<file path="config.mk">
export PLATFORM = sky130hd
export DESIGN_NAME = vertex_transform_3d_flat
export DESIGN_NICKNAME = d
export VERILOG_FILES = /design/src/rtl/vt3_pkg.sv /design/src/rtl/vt3_in_if.sv /design/src/rtl/vt3_out_if.sv /design/src/rtl/vertex_transform_3d.sv /design/src/rtl/vt3_cfg.sv /design/src/rtl/vt3_core.sv /design/src/flat_wrapper.sv
export SDC_FILE = /design/constraint.sdc
export NUM_CORES = 2
export LEC_CHECK = 0
export BUFFER_PORTS_ARGS = -buffer_cell sky130_fd_sc_hd__buf_2
export CELL_PAD_IN_SITES_DETAIL_PLACEMENT = 0
export CELL_PAD_IN_SITES_GLOBAL_PLACEMENT = 1
export CORE_MARGIN = 8
export CORE_UTILIZATION = 55
export CTS_BUF_LIST = sky130_fd_sc_hd__clkbuf_8
export DETAILED_ROUTE_END_ITERATION = 10
export HOLD_SLACK_MARGIN = 0.12
export PLACE_DENSITY = 0.92
export SYNTH_ARGS = -nofsm -noshare
export SYNTH_HDL_FRONTEND = slang
export SYNTH_SLANG_ARGS = --single-unit
export TNS_END_PERCENT = 5
</file>
<file path="constraint.sdc">
create_clock -name clk -period 25 [get_ports clk]
set_input_delay 1.25 -clock clk [delete_from_list [all_inputs] [get_ports clk]]
set_output_delay 1.25 -clock clk [all_outputs]
set_load 0.01 [all_outputs]
</file>
<file path="src/rtl/vt3_pkg.sv">
// ----------------------------------------------------------------------------
// vt3_pkg
// Shared types, codes and constants of the 3D vertex transform.
// ----------------------------------------------------------------------------
`default_nettype none

package vt3_pkg;

  localparam int COORD_WIDTH_DEF = 12;
  localparam int FRAC_BITS_DEF   = 8;
  localparam int PARAM_WIDTH_DEF = 8;

  localparam int OUT_WIDTH       = 32;
  localparam int MODE_WIDTH      = 3;
  localparam int AXIS_WIDTH      = 2;
  localparam int ANGLE_WIDTH     = 10;
  localparam int CFG_INDEX_WIDTH = 3;

  // Q1.14 trig values; signed word holds -1.0 .. +1.0
  localparam int ROM_FRAC   = 14;
  localparam int TRIG_WIDTH = ROM_FRAC + 2;
  localparam int ROM_ONE    = 1 << ROM_FRAC;
  localparam int ROM_DEPTH  = 91;

  localparam int DEG_QUARTER = 90;
  localparam int DEG_TURN    = 360;

  typedef enum logic [MODE_WIDTH-1:0] {
    MODE_TRANSLATE = 3'd0,
    MODE_SCALE     = 3'd1,
    MODE_ROTATE    = 3'd2,
    MODE_REFLECT   = 3'd3,
    MODE_SHEAR     = 3'd4
  } vt3_mode_t;

  // Rotation axis; the same codes select the reflection plane XY, YZ, XZ
  typedef enum logic [AXIS_WIDTH-1:0] {
    AXIS_X = 2'd0,
    AXIS_Y = 2'd1,
    AXIS_Z = 2'd2
  } vt3_axis_t;

  typedef enum logic [CFG_INDEX_WIDTH-1:0] {
    REG_MODE    = 3'd0,
    REG_AXIS    = 3'd1,
    REG_ANGLE   = 3'd2,
    REG_PARAM_A = 3'd3,
    REG_PARAM_B = 3'd4,
    REG_PARAM_C = 3'd5
  } vt3_reg_t;

  typedef struct packed {
    logic [MODE_WIDTH-1:0]        mode;
    logic [AXIS_WIDTH-1:0]        axis;
    logic signed [TRIG_WIDTH-1:0] sin_val;
    logic signed [TRIG_WIDTH-1:0] cos_val;
  } vt3_ctrl_t;

  // round(16384 * sin(d degrees)), d = 0 .. 90
  localparam logic [ROM_FRAC:0] SIN_ROM [ROM_DEPTH] = '{
    15'd0,     15'd286,   15'd572,   15'd857,   15'd1143,
    15'd1428,  15'd1713,  15'd1997,  15'd2280,  15'd2563,
    15'd2845,  15'd3126,  15'd3406,  15'd3686,  15'd3964,
    15'd4240,  15'd4516,  15'd4790,  15'd5063,  15'd5334,
    15'd5604,  15'd5872,  15'd6138,  15'd6402,  15'd6664,
    15'd6924,  15'd7182,  15'd7438,  15'd7692,  15'd7943,
    15'd8192,  15'd8438,  15'd8682,  15'd8923,  15'd9162,
    15'd9397,  15'd9630,  15'd9860,  15'd10087, 15'd10311,
    15'd10531, 15'd10749, 15'd10963, 15'd11174, 15'd11381,
    15'd11585, 15'd11786, 15'd11982, 15'd12176, 15'd12365,
    15'd12551, 15'd12733, 15'd12911, 15'd13085, 15'd13255,
    15'd13421, 15'd13583, 15'd13741, 15'd13894, 15'd14044,
    15'd14189, 15'd14330, 15'd14466, 15'd14598, 15'd14726,
    15'd14849, 15'd14968, 15'd15082, 15'd15191, 15'd15296,
    15'd15396, 15'd15491, 15'd15582, 15'd15668, 15'd15749,
    15'd15826, 15'd15897, 15'd15964, 15'd16026, 15'd16083,
    15'd16135, 15'd16182, 15'd16225, 15'd16262, 15'd16294,
    15'd16322, 15'd16344, 15'd16362, 15'd16374, 15'd16382,
    15'd16384
  };

endpackage

`default_nettype wire

</file>
<file path="src/rtl/vt3_in_if.sv">
// ----------------------------------------------------------------------------
// vt3_in_if
// Vertex input channel: valid/ready handshake with integer coordinates.
// ----------------------------------------------------------------------------
`default_nettype none

interface vt3_in_if #(
  parameter int COORD_WIDTH = vt3_pkg::COORD_WIDTH_DEF
);
  logic                          valid;
  logic                          ready;
  logic signed [COORD_WIDTH-1:0] x_in;
  logic signed [COORD_WIDTH-1:0] y_in;
  logic signed [COORD_WIDTH-1:0] z_in;

  modport source (output valid, x_in, y_in, z_in, input ready);
  modport sink   (input valid, x_in, y_in, z_in, output ready);
endinterface

`default_nettype wire

</file>
<file path="src/rtl/vt3_out_if.sv">
// ----------------------------------------------------------------------------
// vt3_out_if
// Vertex result channel: valid/ready handshake with fixed-point coordinates.
// ----------------------------------------------------------------------------
`default_nettype none

interface vt3_out_if;
  logic                                  valid;
  logic                                  ready;
  logic signed [vt3_pkg::OUT_WIDTH-1:0] x_out;
  logic signed [vt3_pkg::OUT_WIDTH-1:0] y_out;
  logic signed [vt3_pkg::OUT_WIDTH-1:0] z_out;

  modport source (output valid, x_out, y_out, z_out, input ready);
  modport sink   (input valid, x_out, y_out, z_out, output ready);
endinterface

`default_nettype wire

</file>
<file path="src/rtl/vertex_transform_3d.sv">
// ----------------------------------------------------------------------------
// vertex_transform_3d
// Affine transform of one integer vertex per clock, while out_vtx is ready, into Q.FRAC_BITS output.
//
// Usage:
//  - in_vtx carries x_in, y_in, z_in; a transaction completes when valid and
//    ready are both high at a rising edge of clk.
//  - out_vtx returns x_out, y_out, z_out (32-bit, FRAC_BITS fraction bits,
//    wrapped) under the same handshake, one result per input, in order.
//  - cfg_we/cfg_index/cfg_data write mode, axis, angle, param_a/b/c; write
//    only while no vertex is in flight. An angle write converts the angle to
//    sine and cosine in the same cycle.
//  - Path: a vertex accepted at an edge sits in the input register, then moves
//    to the result register, from which it is offered on out_vtx.
//  - Throughput: one vertex per clock, held only by out_vtx.ready.
//  - A stalled receiver holds the result register; the input register fills
//    behind it and in_vtx.ready drops once both are occupied.
//  - Synchronous reset empties the pipeline and returns the configuration
//    registers to zero, cosine to one (identity), which selects translation by zero.
// ----------------------------------------------------------------------------
`default_nettype none

module vertex_transform_3d #(
  parameter int COORD_WIDTH     = vt3_pkg::COORD_WIDTH_DEF,
  parameter int FRAC_BITS       = vt3_pkg::FRAC_BITS_DEF,
  parameter int PARAM_WIDTH     = vt3_pkg::PARAM_WIDTH_DEF,
  localparam int CFG_DATA_WIDTH = (PARAM_WIDTH > vt3_pkg::ANGLE_WIDTH) ?
                                  PARAM_WIDTH : vt3_pkg::ANGLE_WIDTH
) (
  input  logic                                clk,
  input  logic                                rst_n,
  vt3_in_if.sink                              in_vtx,
  vt3_out_if.source                           out_vtx,
  input  logic                                cfg_we,
  input  logic [vt3_pkg::CFG_INDEX_WIDTH-1:0] cfg_index,
  input  logic [CFG_DATA_WIDTH-1:0]           cfg_data
);
  import vt3_pkg::*;

  vt3_ctrl_t                     ctrl;
  logic signed [PARAM_WIDTH-1:0] param_a;
  logic signed [PARAM_WIDTH-1:0] param_b;
  logic signed [PARAM_WIDTH-1:0] param_c;

  // registers and angle conversion
  vt3_cfg #(
    .PARAM_WIDTH    (PARAM_WIDTH),
    .CFG_DATA_WIDTH (CFG_DATA_WIDTH)
  ) u_cfg (
    .clk       (clk),
    .rst_n     (rst_n),
    .cfg_we    (cfg_we),
    .cfg_index (cfg_index),
    .cfg_data  (cfg_data),
    .ctrl      (ctrl),
    .param_a   (param_a),
    .param_b   (param_b),
    .param_c   (param_c)
  );

  // single-pass transform datapath
  vt3_core #(
    .COORD_WIDTH (COORD_WIDTH),
    .FRAC_BITS   (FRAC_BITS),
    .PARAM_WIDTH (PARAM_WIDTH)
  ) u_core (
    .clk       (clk),
    .rst_n     (rst_n),
    .in_valid  (in_vtx.valid),
    .in_ready  (in_vtx.ready),
    .x_in      (COORD_WIDTH'(in_vtx.x_in)),
    .y_in      (COORD_WIDTH'(in_vtx.y_in)),
    .z_in      (COORD_WIDTH'(in_vtx.z_in)),
    .out_valid (out_vtx.valid),
    .out_ready (out_vtx.ready),
    .x_out     (out_vtx.x_out),
    .y_out     (out_vtx.y_out),
    .z_out     (out_vtx.z_out),
    .ctrl      (ctrl),
    .param_a   (param_a),
    .param_b   (param_b),
    .param_c   (param_c)
  );

endmodule

`default_nettype wire

</file>
<file path="src/rtl/vt3_cfg.sv">
// ----------------------------------------------------------------------------
// vt3_cfg
// Configuration registers; converts the angle to sine and cosine on write.
// ----------------------------------------------------------------------------
`default_nettype none

module vt3_cfg #(
  parameter int PARAM_WIDTH    = vt3_pkg::PARAM_WIDTH_DEF,
  parameter int CFG_DATA_WIDTH = vt3_pkg::ANGLE_WIDTH
) (
  input  logic                                   clk,
  input  logic                                   rst_n,
  input  logic                                   cfg_we,
  input  logic [vt3_pkg::CFG_INDEX_WIDTH-1:0]    cfg_index,
  input  logic [CFG_DATA_WIDTH-1:0]              cfg_data,
  output vt3_pkg::vt3_ctrl_t                     ctrl,
  output logic signed [PARAM_WIDTH-1:0]          param_a,
  output logic signed [PARAM_WIDTH-1:0]          param_b,
  output logic signed [PARAM_WIDTH-1:0]          param_c
);
  import vt3_pkg::*;

  localparam int AW      = ANGLE_WIDTH + 1;
  localparam int DEG_W   = 9;
  localparam int REM_W   = 7;

  logic [MODE_WIDTH-1:0]        mode_r;
  logic [AXIS_WIDTH-1:0]        axis_r;
  logic signed [TRIG_WIDTH-1:0] sin_r;
  logic signed [TRIG_WIDTH-1:0] cos_r;
  logic signed [PARAM_WIDTH-1:0] pa_r;
  logic signed [PARAM_WIDTH-1:0] pb_r;
  logic signed [PARAM_WIDTH-1:0] pc_r;

  logic signed [AW-1:0]         ang_ext;
  logic signed [AW-1:0]         ang_wrap1;
  logic signed [AW-1:0]         ang_wrap2;
  logic [DEG_W-1:0]             deg;
  logic [1:0]                   quad;
  logic [REM_W-1:0]             rem_deg;
  logic [ROM_FRAC:0]            rom_lo;
  logic [ROM_FRAC:0]            rom_hi;
  logic signed [TRIG_WIDTH-1:0] lo_s;
  logic signed [TRIG_WIDTH-1:0] hi_s;
  logic signed [TRIG_WIDTH-1:0] sin_nxt;
  logic signed [TRIG_WIDTH-1:0] cos_nxt;

  // reduce the angle into 0 .. 359
  assign ang_ext   = AW'(signed'(cfg_data[ANGLE_WIDTH-1:0]));
  assign ang_wrap1 = ang_ext[AW-1] ? ang_ext + AW'(DEG_TURN) : ang_ext;
  assign ang_wrap2 = ang_wrap1[AW-1] ? ang_wrap1 + AW'(DEG_TURN) : ang_wrap1;
  assign deg       = (ang_wrap2 >= AW'(DEG_TURN)) ? DEG_W'(ang_wrap2 - AW'(DEG_TURN))
                                                  : DEG_W'(ang_wrap2);

  always_comb begin
    priority if (deg >= DEG_W'(3 * DEG_QUARTER)) begin
      quad    = 2'd3;
      rem_deg = REM_W'(deg - DEG_W'(3 * DEG_QUARTER));
    end else if (deg >= DEG_W'(2 * DEG_QUARTER)) begin
      quad    = 2'd2;
      rem_deg = REM_W'(deg - DEG_W'(2 * DEG_QUARTER));
    end else if (deg >= DEG_W'(DEG_QUARTER)) begin
      quad    = 2'd1;
      rem_deg = REM_W'(deg - DEG_W'(DEG_QUARTER));
    end else begin
      quad    = 2'd0;
      rem_deg = REM_W'(deg);
    end
  end

  assign rom_lo = SIN_ROM[rem_deg];
  assign rom_hi = SIN_ROM[REM_W'(DEG_QUARTER) - rem_deg];
  assign lo_s   = signed'(TRIG_WIDTH'(rom_lo));
  assign hi_s   = signed'(TRIG_WIDTH'(rom_hi));

  // cosine is the sine one quadrant on
  always_comb begin
    unique case (quad)
      2'd0: begin
        sin_nxt = lo_s;
        cos_nxt = hi_s;
      end
      2'd1: begin
        sin_nxt = hi_s;
        cos_nxt = -lo_s;
      end
      2'd2: begin
        sin_nxt = -lo_s;
        cos_nxt = -hi_s;
      end
      default: begin
        sin_nxt = -hi_s;
        cos_nxt = lo_s;
      end
    endcase
  end

  always_ff @(posedge clk) begin
    if (!rst_n) begin
      mode_r <= '0;
      axis_r <= '0;
      sin_r  <= '0;
      cos_r  <= TRIG_WIDTH'(ROM_ONE);
      pa_r   <= '0;
      pb_r   <= '0;
      pc_r   <= '0;
    end else if (cfg_we) begin
      unique case (cfg_index)
        REG_MODE:    mode_r <= cfg_data[MODE_WIDTH-1:0];
        REG_AXIS:    axis_r <= cfg_data[AXIS_WIDTH-1:0];
        REG_ANGLE: begin
          sin_r <= sin_nxt;
          cos_r <= cos_nxt;
        end
        REG_PARAM_A: pa_r <= signed'(cfg_data[PARAM_WIDTH-1:0]);
        REG_PARAM_B: pb_r <= signed'(cfg_data[PARAM_WIDTH-1:0]);
        REG_PARAM_C: pc_r <= signed'(cfg_data[PARAM_WIDTH-1:0]);
        default: ;
      endcase
    end
  end

  assign ctrl.mode    = mode_r;
  assign ctrl.axis    = axis_r;
  assign ctrl.sin_val = sin_r;
  assign ctrl.cos_val = cos_r;
  assign param_a      = pa_r;
  assign param_b      = pb_r;
  assign param_c      = pc_r;

  a_mode_write: assert property (@(posedge clk) disable iff (!rst_n)
    (cfg_we && cfg_index == REG_MODE) |=> mode_r == $past(cfg_data[MODE_WIDTH-1:0]))
    else $error("mode register did not take the written value");

  a_angle_zero: assert property (@(posedge clk) disable iff (!rst_n)
    (cfg_we && cfg_index == REG_ANGLE && cfg_data[ANGLE_WIDTH-1:0] == '0)
    |=> (sin_r == '0 && cos_r == TRIG_WIDTH'(ROM_ONE)))
    else $error("zero angle gave wrong sine or cosine");

  a_angle_right: assert property (@(posedge clk) disable iff (!rst_n)
    (cfg_we && cfg_index == REG_ANGLE
     && cfg_data[ANGLE_WIDTH-1:0] == ANGLE_WIDTH'(DEG_QUARTER))
    |=> (sin_r == TRIG_WIDTH'(ROM_ONE) && cos_r == '0))
    else $error("right angle gave wrong sine or cosine");

endmodule

`default_nettype wire

</file>
<file path="src/rtl/vt3_core.sv">
// ----------------------------------------------------------------------------
// vt3_core
// Single-pass datapath: input register, combinational transform, result register.
// ----------------------------------------------------------------------------
`default_nettype none

module vt3_core #(
  parameter int COORD_WIDTH = vt3_pkg::COORD_WIDTH_DEF,
  parameter int FRAC_BITS   = vt3_pkg::FRAC_BITS_DEF,
  parameter int PARAM_WIDTH = vt3_pkg::PARAM_WIDTH_DEF
) (
  input  logic                                  clk,
  input  logic                                  rst_n,
  input  logic                                  in_valid,
  output logic                                  in_ready,
  input  logic signed [COORD_WIDTH-1:0]         x_in,
  input  logic signed [COORD_WIDTH-1:0]         y_in,
  input  logic signed [COORD_WIDTH-1:0]         z_in,
  output logic                                  out_valid,
  input  logic                                  out_ready,
  output logic signed [vt3_pkg::OUT_WIDTH-1:0]  x_out,
  output logic signed [vt3_pkg::OUT_WIDTH-1:0]  y_out,
  output logic signed [vt3_pkg::OUT_WIDTH-1:0]  z_out,
  input  vt3_pkg::vt3_ctrl_t                    ctrl,
  input  logic signed [PARAM_WIDTH-1:0]         param_a,
  input  logic signed [PARAM_WIDTH-1:0]         param_b,
  input  logic signed [PARAM_WIDTH-1:0]         param_c
);
  import vt3_pkg::*;

  localparam int CW    = COORD_WIDTH;
  localparam int OW    = OUT_WIDTH;
  localparam int SCL_W = COORD_WIDTH + PARAM_WIDTH;
  localparam int ROT_W = COORD_WIDTH + TRIG_WIDTH;
  localparam int SUM_W = ROT_W + 1;
  localparam int RND_W = SUM_W + 1;

  function automatic logic signed [OW-1:0] to_fix(input logic signed [OW-1:0] v);
    return v <<< FRAC_BITS;
  endfunction

  // handshake: a register advances when empty or when the next one advances
  logic v1_r, v2_r;
  logic adv1, adv2;

  assign adv2     = !v2_r || out_ready;
  assign adv1     = !v1_r || adv2;
  assign in_ready = adv1;

  // input register
  logic signed [CW-1:0] x1_r, y1_r, z1_r;

  // products of the held vertex
  logic signed [CW-1:0]    u_sel, v_sel;
  logic signed [SCL_W-1:0] xa_prod, yb_prod, zc_prod;
  logic signed [ROT_W-1:0] uc_prod, vs_prod, vc_prod, us_prod;

  // combine, round and register
  logic signed [SUM_W-1:0] ru_sum, rv_sum;
  logic signed [OW-1:0]    ru_q, rv_q;
  logic signed [OW-1:0]    xi, yi, zi;
  logic signed [OW-1:0]    rx_nxt, ry_nxt, rz_nxt;
  logic signed [OW-1:0]    rx_r, ry_r, rz_r;

  always_comb begin
    unique case (ctrl.axis)
      AXIS_X: begin
        u_sel = y1_r;
        v_sel = z1_r;
      end
      AXIS_Y: begin
        u_sel = x1_r;
        v_sel = z1_r;
      end
      default: begin
        u_sel = x1_r;
        v_sel = y1_r;
      end
    endcase
  end

  assign xa_prod = SCL_W'(x1_r) * SCL_W'(param_a);
  assign yb_prod = SCL_W'(y1_r) * SCL_W'(param_b);
  assign zc_prod = SCL_W'(z1_r) * SCL_W'(param_c);
  assign uc_prod = ROT_W'(u_sel) * ROT_W'(ctrl.cos_val);
  assign vs_prod = ROT_W'(v_sel) * ROT_W'(ctrl.sin_val);
  assign vc_prod = ROT_W'(v_sel) * ROT_W'(ctrl.cos_val);
  assign us_prod = ROT_W'(u_sel) * ROT_W'(ctrl.sin_val);

  // about Z the sine term swaps sign relative to X and Y
  always_comb begin
    if (ctrl.axis == AXIS_Z) begin
      ru_sum = SUM_W'(uc_prod) - SUM_W'(vs_prod);
      rv_sum = SUM_W'(vc_prod) + SUM_W'(us_prod);
    end else begin
      ru_sum = SUM_W'(uc_prod) + SUM_W'(vs_prod);
      rv_sum = SUM_W'(vc_prod) - SUM_W'(us_prod);
    end
  end

  generate
    if (FRAC_BITS < ROM_FRAC) begin : g_round
      localparam int RND_SHIFT = ROM_FRAC - FRAC_BITS;
      localparam int RND_HALF  = 1 << (RND_SHIFT - 1);
      logic signed [RND_W-1:0] ru_rnd, rv_rnd;
      assign ru_rnd = RND_W'(ru_sum) + RND_W'(RND_HALF);
      assign rv_rnd = RND_W'(rv_sum) + RND_W'(RND_HALF);
      assign ru_q   = OW'(ru_rnd >>> RND_SHIFT);
      assign rv_q   = OW'(rv_rnd >>> RND_SHIFT);
    end else begin : g_widen
      localparam int WIDEN = FRAC_BITS - ROM_FRAC;
      assign ru_q = OW'(ru_sum) <<< WIDEN;
      assign rv_q = OW'(rv_sum) <<< WIDEN;
    end
  endgenerate

  assign xi = to_fix(OW'(x1_r));
  assign yi = to_fix(OW'(y1_r));
  assign zi = to_fix(OW'(z1_r));

  always_comb begin
    rx_nxt = xi;
    ry_nxt = yi;
    rz_nxt = zi;
    unique case (ctrl.mode)
      MODE_TRANSLATE: begin
        rx_nxt = to_fix(OW'(x1_r) + OW'(param_a));
        ry_nxt = to_fix(OW'(y1_r) + OW'(param_b));
        rz_nxt = to_fix(OW'(z1_r) + OW'(param_c));
      end
      MODE_SCALE: begin
        rx_nxt = to_fix(OW'(xa_prod));
        ry_nxt = to_fix(OW'(yb_prod));
        rz_nxt = to_fix(OW'(zc_prod));
      end
      MODE_ROTATE: begin
        unique case (ctrl.axis)
          AXIS_X: begin
            ry_nxt = ru_q;
            rz_nxt = rv_q;
          end
          AXIS_Y: begin
            rx_nxt = ru_q;
            rz_nxt = rv_q;
          end
          AXIS_Z: begin
            rx_nxt = ru_q;
            ry_nxt = rv_q;
          end
          default: ;
        endcase
      end
      MODE_REFLECT: begin
        unique case (ctrl.axis)
          AXIS_X:  rz_nxt = -zi;
          AXIS_Y:  rx_nxt = -xi;
          AXIS_Z:  ry_nxt = -yi;
          default: ;
        endcase
      end
      MODE_SHEAR: begin
        ry_nxt = to_fix(OW'(y1_r) + OW'(zc_prod));
        rz_nxt = to_fix(OW'(xa_prod) + OW'(yb_prod) + OW'(z1_r));
      end
      default: ;
    endcase
  end

  always_ff @(posedge clk) begin
    if (!rst_n) begin
      v1_r <= 1'b0;
      v2_r <= 1'b0;
    end else begin
      if (adv1) v1_r <= in_valid;
      if (adv2) v2_r <= v1_r;
    end
  end

  always_ff @(posedge clk) begin
    if (adv1) begin
      x1_r <= x_in;
      y1_r <= y_in;
      z1_r <= z_in;
    end
    if (adv2) begin
      rx_r <= rx_nxt;
      ry_r <= ry_nxt;
      rz_r <= rz_nxt;
    end
  end

  assign out_valid = v2_r;
  assign x_out     = rx_r;
  assign y_out     = ry_r;
  assign z_out     = rz_r;

  a_accept_fills: assert property (@(posedge clk) disable iff (!rst_n)
    (in_valid && in_ready) |=> v1_r)
    else $error("accepted vertex not held in the input register");

  a_result_moves: assert property (@(posedge clk) disable iff (!rst_n)
    (v1_r && adv2) |=> out_valid)
    else $error("vertex lost between input and result registers");

  a_stall_hold: assert property (@(posedge clk) disable iff (!rst_n)
    (out_valid && !out_ready)
    |=> (out_valid && $stable(x_out) && $stable(y_out) && $stable(z_out)))
    else $error("stalled result changed or dropped");

  a_reset_empty: assert property (@(posedge clk)
    !rst_n |=> (!out_valid && !v1_r))
    else $error("pipeline not empty after reset");

endmodule

`default_nettype wire
</file>
<file path="src/flat_wrapper.sv">
// flat-port wrapper written by rule: the top's interface ports become plain ports
module vertex_transform_3d_flat import vt3_pkg::*;
#(
  parameter int COORD_WIDTH     = vt3_pkg::COORD_WIDTH_DEF,
  parameter int FRAC_BITS       = vt3_pkg::FRAC_BITS_DEF,
  parameter int PARAM_WIDTH     = vt3_pkg::PARAM_WIDTH_DEF,
  localparam int CFG_DATA_WIDTH = (PARAM_WIDTH > vt3_pkg::ANGLE_WIDTH) ?
                                  PARAM_WIDTH : vt3_pkg::ANGLE_WIDTH
)
  (clk, rst_n, cfg_we, cfg_index, cfg_data, in_vtx_valid, in_vtx_x_in, in_vtx_y_in, in_vtx_z_in, in_vtx_ready, out_vtx_valid, out_vtx_x_out, out_vtx_y_out, out_vtx_z_out, out_vtx_ready);
  vt3_in_if #(.COORD_WIDTH(COORD_WIDTH)) in_vtx_i ();
  vt3_out_if out_vtx_i ();
  input  logic clk;
  input  logic rst_n;
  input  logic cfg_we;
  input  logic [vt3_pkg::CFG_INDEX_WIDTH-1:0] cfg_index;
  input  logic [CFG_DATA_WIDTH-1:0] cfg_data;
  input wire logic [$bits(in_vtx_i.valid)-1:0] in_vtx_valid;
  input wire logic [$bits(in_vtx_i.x_in)-1:0] in_vtx_x_in;
  input wire logic [$bits(in_vtx_i.y_in)-1:0] in_vtx_y_in;
  input wire logic [$bits(in_vtx_i.z_in)-1:0] in_vtx_z_in;
  output wire logic [$bits(in_vtx_i.ready)-1:0] in_vtx_ready;
  output wire logic [$bits(out_vtx_i.valid)-1:0] out_vtx_valid;
  output wire logic [$bits(out_vtx_i.x_out)-1:0] out_vtx_x_out;
  output wire logic [$bits(out_vtx_i.y_out)-1:0] out_vtx_y_out;
  output wire logic [$bits(out_vtx_i.z_out)-1:0] out_vtx_z_out;
  input wire logic [$bits(out_vtx_i.ready)-1:0] out_vtx_ready;
  assign in_vtx_i.valid = in_vtx_valid;
  assign in_vtx_i.x_in = in_vtx_x_in;
  assign in_vtx_i.y_in = in_vtx_y_in;
  assign in_vtx_i.z_in = in_vtx_z_in;
  assign in_vtx_ready = in_vtx_i.ready;
  assign out_vtx_valid = out_vtx_i.valid;
  assign out_vtx_x_out = out_vtx_i.x_out;
  assign out_vtx_y_out = out_vtx_i.y_out;
  assign out_vtx_z_out = out_vtx_i.z_out;
  assign out_vtx_i.ready = out_vtx_ready;
  vertex_transform_3d #(.COORD_WIDTH(COORD_WIDTH), .FRAC_BITS(FRAC_BITS), .PARAM_WIDTH(PARAM_WIDTH)) u_core (.clk(clk), .rst_n(rst_n), .in_vtx(in_vtx_i), .out_vtx(out_vtx_i), .cfg_we(cfg_we), .cfg_index(cfg_index), .cfg_data(cfg_data));
endmodule
</file>
* Word-level counts from Yosys, hierarchy flattened
Memories as Yosys holds them, arrays and structs flattened.
Index checks and enable logic that the tools add are counted.
W data, S select, Z words.
** Operators by class
- $add $sub $neg :: 24
- Multiply operators :: 7
- $lt $le $gt $ge :: 6
- Equality and inequality tests :: 13
- Muxes and demuxes :: 28
- Bitwise gates (word level) :: 2
- Reductions and logical operators :: 16
** Operator list (number)
- $pmux W32 S5 :: 2
- $mux W32 :: 5
- $pmux W32 S4 :: 1
- $mul A12 B16 Y28 :: 4
- $neg A20 Y32 :: 3
- $pmux W16 S3 :: 2
- $pmux W32 S2 :: 1
- $add A29 B7 Y30 const B :: 2
- $mul A12 B8 Y20 :: 3
- $mux W15 :: 4
- $add A28 B28 Y29 :: 2
- $mux W29 :: 2
- $sub A28 B28 Y29 :: 2
- $add A12 B8 Y13 :: 3
- $neg A15 Y16 :: 2
- $mux W12 :: 2
- $add A21 B12 Y22 :: 1
- $mux W11 :: 2
- $add A12 B20 Y21 :: 1
- $add A20 B20 Y21 :: 1
- $mux W7 :: 3
- $ge A8 B8 Y1 const B :: 2
- $not A7 Y8 :: 2
- $eq A3 B2 Y1 const B :: 4
- 24 further kinds :: 40
** Storage, ports and cells
- Bits in registers :: 195
- Memory bits (read-only) :: 3840
- Bits of input ports :: 54
- Output and inout port bits :: 98
- Word-level logic and storage cells :: 113
- Memories :: 2
** Memory list
- (no name shown) :: depth 128, bits a word 15, rd ports 1, clocked after memory_dff 0, write ports 0, line vt3_cfg.sv:71 : assign rom_lo = SIN_ROM[rem_deg];
- (no name shown) :: depth 128, bits a word 15, rd ports 1, clocked after memory_dff 0, write ports 0, line vt3_cfg.sv:72 : assign rom_hi = SIN_ROM[REM_W'(DEG_QUARTER) - rem_deg];

* Logic depth before layout (Yosys ltp)
- Depth in word-level cells :: 17
- Gate-level depth with buffers :: 48
- Depth with buffers taken out :: 44

* Hierarchy
Synthesis repeated with hierarchy kept, for this count alone.
** Second synthesis, totals
- Cells, all modules :: 7650
- Area, all modules :: 63801.2 um^2
** By module, submodules not included
- vt3_core :: times used 1, cells each 6360, area an instance 54492.3 um^2
- vt3_cfg :: times used 1, cells each 1290, area an instance 9308.9 um^2

* Worst setup path after synthesis
Ideal clock, no wire load.
- Path kind :: register to register
- Start :: register u_core.u_cfg.axis_r[1]
- End :: register u_core.u_core.ry_r[24], in the netlist u_core.u_core.y_out[24] (data pin)
- Setup time :: 0.281 ns
- Arrival time :: 9.670 ns
- Setup slack :: 15.048 ns
- Stages on the path, launching flop included :: 42
- Path buffers :: 3
- Clock period less this slack :: 9.952 ns
- Cell sequence :: dfxtp_1 > inv_1 > ha_1 > clkbuf_1 > clkbuf_1 > nand2_1 > o21ai_1 > clkbuf_1 > nand2_1 > fa_1 > inv_1 > ha_1 > fa_1 > inv_1 > fa_1 > fa_1 > inv_1 > ha_1 > (+6 left out) > o21bai_1 > a21oi_1 > xnor2_1 > or4_1 > nor4_1 > nor2_1 > xnor2_1 > ha_1 > and4_1 > o31ai_1 > a21oi_1 > a2111oi_0 > and4_1 > nand3_1 > nor2_1 > o21ai_0 > a2bb2oi_1 > nand3_1
** Between the ends
- Longest elaborated chain between the ends :: 9
** RTL lines
- from (decl) :: line vt3_cfg.sv:28 : logic [AXIS_WIDTH-1:0] axis_r;
- from (signal assigned) :: line vt3_cfg.sv:110 : REG_AXIS: axis_r <= cfg_data[AXIS_WIDTH-1:0];
- $eq A2 B1 Y1 or $logic_not A2 Y1 (tied branches) :: line vt3_core.sv:66, vt3_core.sv:137
- $reduce_or A2 Y1 (no line)
- $mux W12 :: line vt3_core.sv:66 : unique case (ctrl.axis)
- $mul A12 B16 Y28 (on tied branches) :: line vt3_core.sv:87, vt3_core.sv:86
- $sub A28 B28 Y29, or another cell as far along :: line vt3_core.sv:97 : rv_sum = SUM_W'(vc_prod) - SUM_W'(us_prod);
- $mux W29 :: line vt3_core.sv:92 : if (ctrl.axis == AXIS_Z) begin
- $add A29 B7 Y30 (on tied branches) :: line vt3_core.sv:107, vt3_core.sv:106
- $pmux W32 S2 :: line vt3_core.sv:137 : unique case (ctrl.axis)
- $pmux W32 S5 (*) :: line vt3_core.sv:125 : unique case (ctrl.mode)
- named net u_core.u_core.ry_nxt[24] :: line vt3_core.sv:62 : logic signed [OW-1:0] rx_nxt, ry_nxt, rz_nxt;
- to (signal assigned) :: line vt3_core.sv:187 : ry_r <= ry_nxt;
- to (decl) :: line vt3_core.sv:63 : logic signed [OW-1:0] rx_r, ry_r, rz_r;
The timed path passes the listed nets; every way through them passes the cells marked *.
A chain may end at the register's enable or synchronous reset.

* Worst setup path after layout
- Start :: register u_core.u_cfg.axis_r[1]
- End :: register u_core.u_core.ry_r[30], in the netlist u_core.u_core.y_out[30] (data pin)
The elaborated chain is that of the path after synthesis.

==> flow_metrics.tcl <==
set metrics [dict create \
    cts_resized 0 \
    gp_congestion 1.01 \
    cts_tree "yes" \
    yosysSeqAreaShare 0.0833 \
    cts.sinks 195 \
    worstPathRequired_ns 25.33 \
    hold_violations 0 \
    tightest_slew_ns 1.27 \
    dp_hpwl_um 164000 \
    post-cts-setup-buffers 0 \
    clkTransAtPathRegs_ns 0.11 \
    yosys_warnings 0 \
    die_h_um 354 \
    io_pins 152 \
    postRouteAntennaNets 0 \
    placed_area_mm2 0.0648 \
    nNetsFinal 8966 \
    start_util 0.551 \
    post-synth-top-count-cell "inv_1" \
    drtPass1Iterations 6 \
    fin_setup_tns_ns 0 \
    regArea_mm2 0.00523 \
    antenna_found_initial 11 \
    cts_made_buffers 17 \
    syn_area_per_cell_um2 8.38 \
    drive_gt1_frac 0.0686 \
    finClkSkew_ns 0.0485 \
    finalCritPeriodShare 0.500 \
    grt_pass1_vias 54586 \
    die-area_mm2 0.125 \
    cpMaxStageDelayCell "dfxtp_1" \
    htreeDepth 4 \
    syn-instance-count 7485 \
    synthTopCellsByCount "inv_1 (1321), fa_1 (975), nand2_1 (894)" \
    grt_usage 0.327 \
    cp_data_arrival_time_ns 12.83 \
    drc 0 \
    synth_top_area_frac 0.311 \
    via_per_inst 6.03 \
    maxSlewViolCount 0 \
    p_total_uw 7510 \
    synthArstFlopShare 0 \
    path_max_fanout 32 \
    fin_area_mm2 0.0652 \
    wl_per_cell_um 23.1 \
    grt_overflow 0 \
    finalSetupViolCount 0 \
    synth_edf_count 132 \
    vias 53824 \
    cp-start-kind "flop" \
    power_leakage_uw 0.0302 \
    grt_max_degree 61 \
    core.rowCount 124 \
    cp_slowest_stage_delay_ns 1.06 \
    clockBufferDepth 2 \
    die_w_um 354 \
    clock-root-buffer "clkbuf_8" \
    utilization 0.573 \
    coreArea_mm2 0.114 \
    crit_top_cell "a21oi_1" \
    synth-seq-cells 195 \
    drv_cap 0 \
    slew_headroom 0.153 \
    powerDensity_mw_per_mm2 115 \
    clkLatencyLatePin_ns 0.64 \
    wl_um 206000 \
    grt_pass1_wl_um 321000 \
    syn-num-nets 9049 \
    yosys.area.top_type "fa_1" \
    rsz0062_at_grt "false" \
    area_growth_pct 4.01 \
    status "finished, final reports clean" \
    drt-initial-drc-count 5307 \
    fill_cells 10273 \
    fmax_ghz 0.0800 \
    port_buffers 151 \
    ir_drop_v 0.000274 \
    synth_flop_cell "edfxtp_1" \
    yosys-top-cells-area "fa_1 (31%), ha_1 (11%), inv_1 (7.9%), edfxtp_1 (6.3%), nand2_1 (5.4%)" \
    synth_cell_types 133 \
    finalCriticalPeriod_ns 12.50 \
    multi_input_area_mm2 0.0509 \
    crit_type "reg -> reg" \
    syn-cell-area_mm2 0.0627 \
    end_kind "flop" \
    hold_class "reg -> reg" \
    ctsHoldBuffers 0 \
]
==> power breakdown <==
part	total [µW]	leakage, µW	switching [µW]	internal, µW
clock	237	0.000204	150	86.5
sequential	417	0.00194	27.5	390
combinational	6850	0.0280	4560	2290
total	7510	0.0302	4740	2770
==> layout make-up <==
cell class	instances	share of cell area
multi-input combinational	5576	0.781
sequential	195	0.0802
inverter	1330	0.0766
tap	1512	0.0290
timing repair buffer	282	0.0267
clock buffer	18	0.00380
clock inverter	14	0.00257
antenna	5	0.000192
==> routing by layer <==
metal / wire, µm / share of wire / vias up / GRT usage
met4: 11700 / 0.057 / 2 / 0.162
met2: 93300 / 0.45 / 2589 / 0.519
met1: 81300 / 0.39 / 26651 / 0.422
met3: 19700 / 0.096 / 544 / 0.0710
met5: 17 / 0.000083 / - / 0
li1: - / - / 24038 / -
==> metrics by stage <==
stage | cells | hold WS, ns | worst slack (ns)
floorplan | 7485 | 0.461 | 15.05
global placement | 8895 | 0.450 | 12.95
detailed placement | 8895 | 0.455 | 12.70
CTS | 8927 | 0.469 | 12.68
global route | 8929 | 0.491 | 11.70
finish | 8932 | 0.469 | 12.50
==> state kept, by name, indices dropped and copies added (netlist names) <==
| signal | count |
|---|---|
| u_core.u_core.z1_r | 12 |
| u_core.u_core.z_out | 32 |
| u_core.u_core.x_out | 32 |
| u_core.u_core.y_out | 32 |
| u_core.u_cfg.mode_r | 3 |
| u_core.u_cfg.axis_r | 2 |
| u_core.u_core.out_valid | 1 |
| u_core.u_cfg.cos_r | 16 |
| u_core.u_core.v1_r | 1 |
| u_core.u_cfg.param_a | 8 |
| u_core.u_cfg.sin_r | 16 |
| u_core.u_cfg.param_c | 8 |
| u_core.u_cfg.param_b | 8 |
| u_core.u_core.y1_r | 12 |
| u_core.u_core.x1_r | 12 |
==> cells in the final DEF, fill, tap and decap left out, types with 24 or more instances in the layout <==
master	synthesis	layout
o21bai_1	99	99
or3_1	26	26
dfxtp_1	63	61
nand4_1	32	32
a211oi_1	48	48
nand3_1	101	101
edfxtp_1	132	132
xnor2_1	333	330
o31ai_1	26	26
ha_1	535	534
fa_1	975	975
nand2_1	894	893
and3_1	30	30
nor4_1	24	24
nand2b_1	44	44
and2_1	279	279
nor2_1	341	339
a21o_1	69	69
o211ai_1	44	44
nor3_1	100	99
or2_2	57	57
a31oi_1	53	53
buf_2	22	151
buf_4	17	131
a221oi_1	39	39
nor2b_1	153	153
o21ai_0	239	232
a21oi_1	386	386
mux2i_1	55	51
inv_1	1321	1320
xor2_1	114	114
o21a_1	32	32
a22oi_1	24	24
==> final timing paths <==
| check | start | slack, ns | to | depth (start not counted) |
|---|---|---|---|---|
| worst max-delay path | u_core.u_cfg.axis_r[1]$_SDFFE_PN0P_ | 12.50 | u_core.u_core.y_out[30]$_DFFE_PP_ | 37 |
| worst min-delay path | u_core.u_cfg.param_a[6]$_SDFFE_PN0P_ | 0.47 | u_core.u_cfg.param_a[6]$_SDFFE_PN0P_ | 2 |
| worst max register to register | u_core.u_cfg.axis_r[1]$_SDFFE_PN0P_ | 12.50 | u_core.u_core.y_out[30]$_DFFE_PP_ | 37 |
| worst min register to register | u_core.u_cfg.param_a[6]$_SDFFE_PN0P_ | 0.47 | u_core.u_cfg.param_a[6]$_SDFFE_PN0P_ | 2 |
==> critical path: cells and delay by family, from the launching register on <==
| family | cells | cell delay (ns) |
|---|---|---|
| compound gates | 13 | 3.39 |
| fa+ha+maj | 8 | 3.18 |
| simple gates | 9 | 2.76 |
| flops | 1 | 1.06 |
| mux | 1 | 0.77 |
| buf+inv | 4 | 0.72 |
| xor+xnor | 2 | 0.30 |
==> cells by family after synthesis <==
logic type | after synthesis | synth area share
AOI/OAI and AO/OA | 1365 | 0.146
xor gates and xnor gates | 454 | 0.0646
adders and majority gates | 1512 | 0.418
buffers and inverters | 1714 | 0.107
DFF | 195 | 0.0833
muxes | 76 | 0.0133
and+or+nand+nor | 2169 | 0.167
Power figures use the tool's default switching activity.
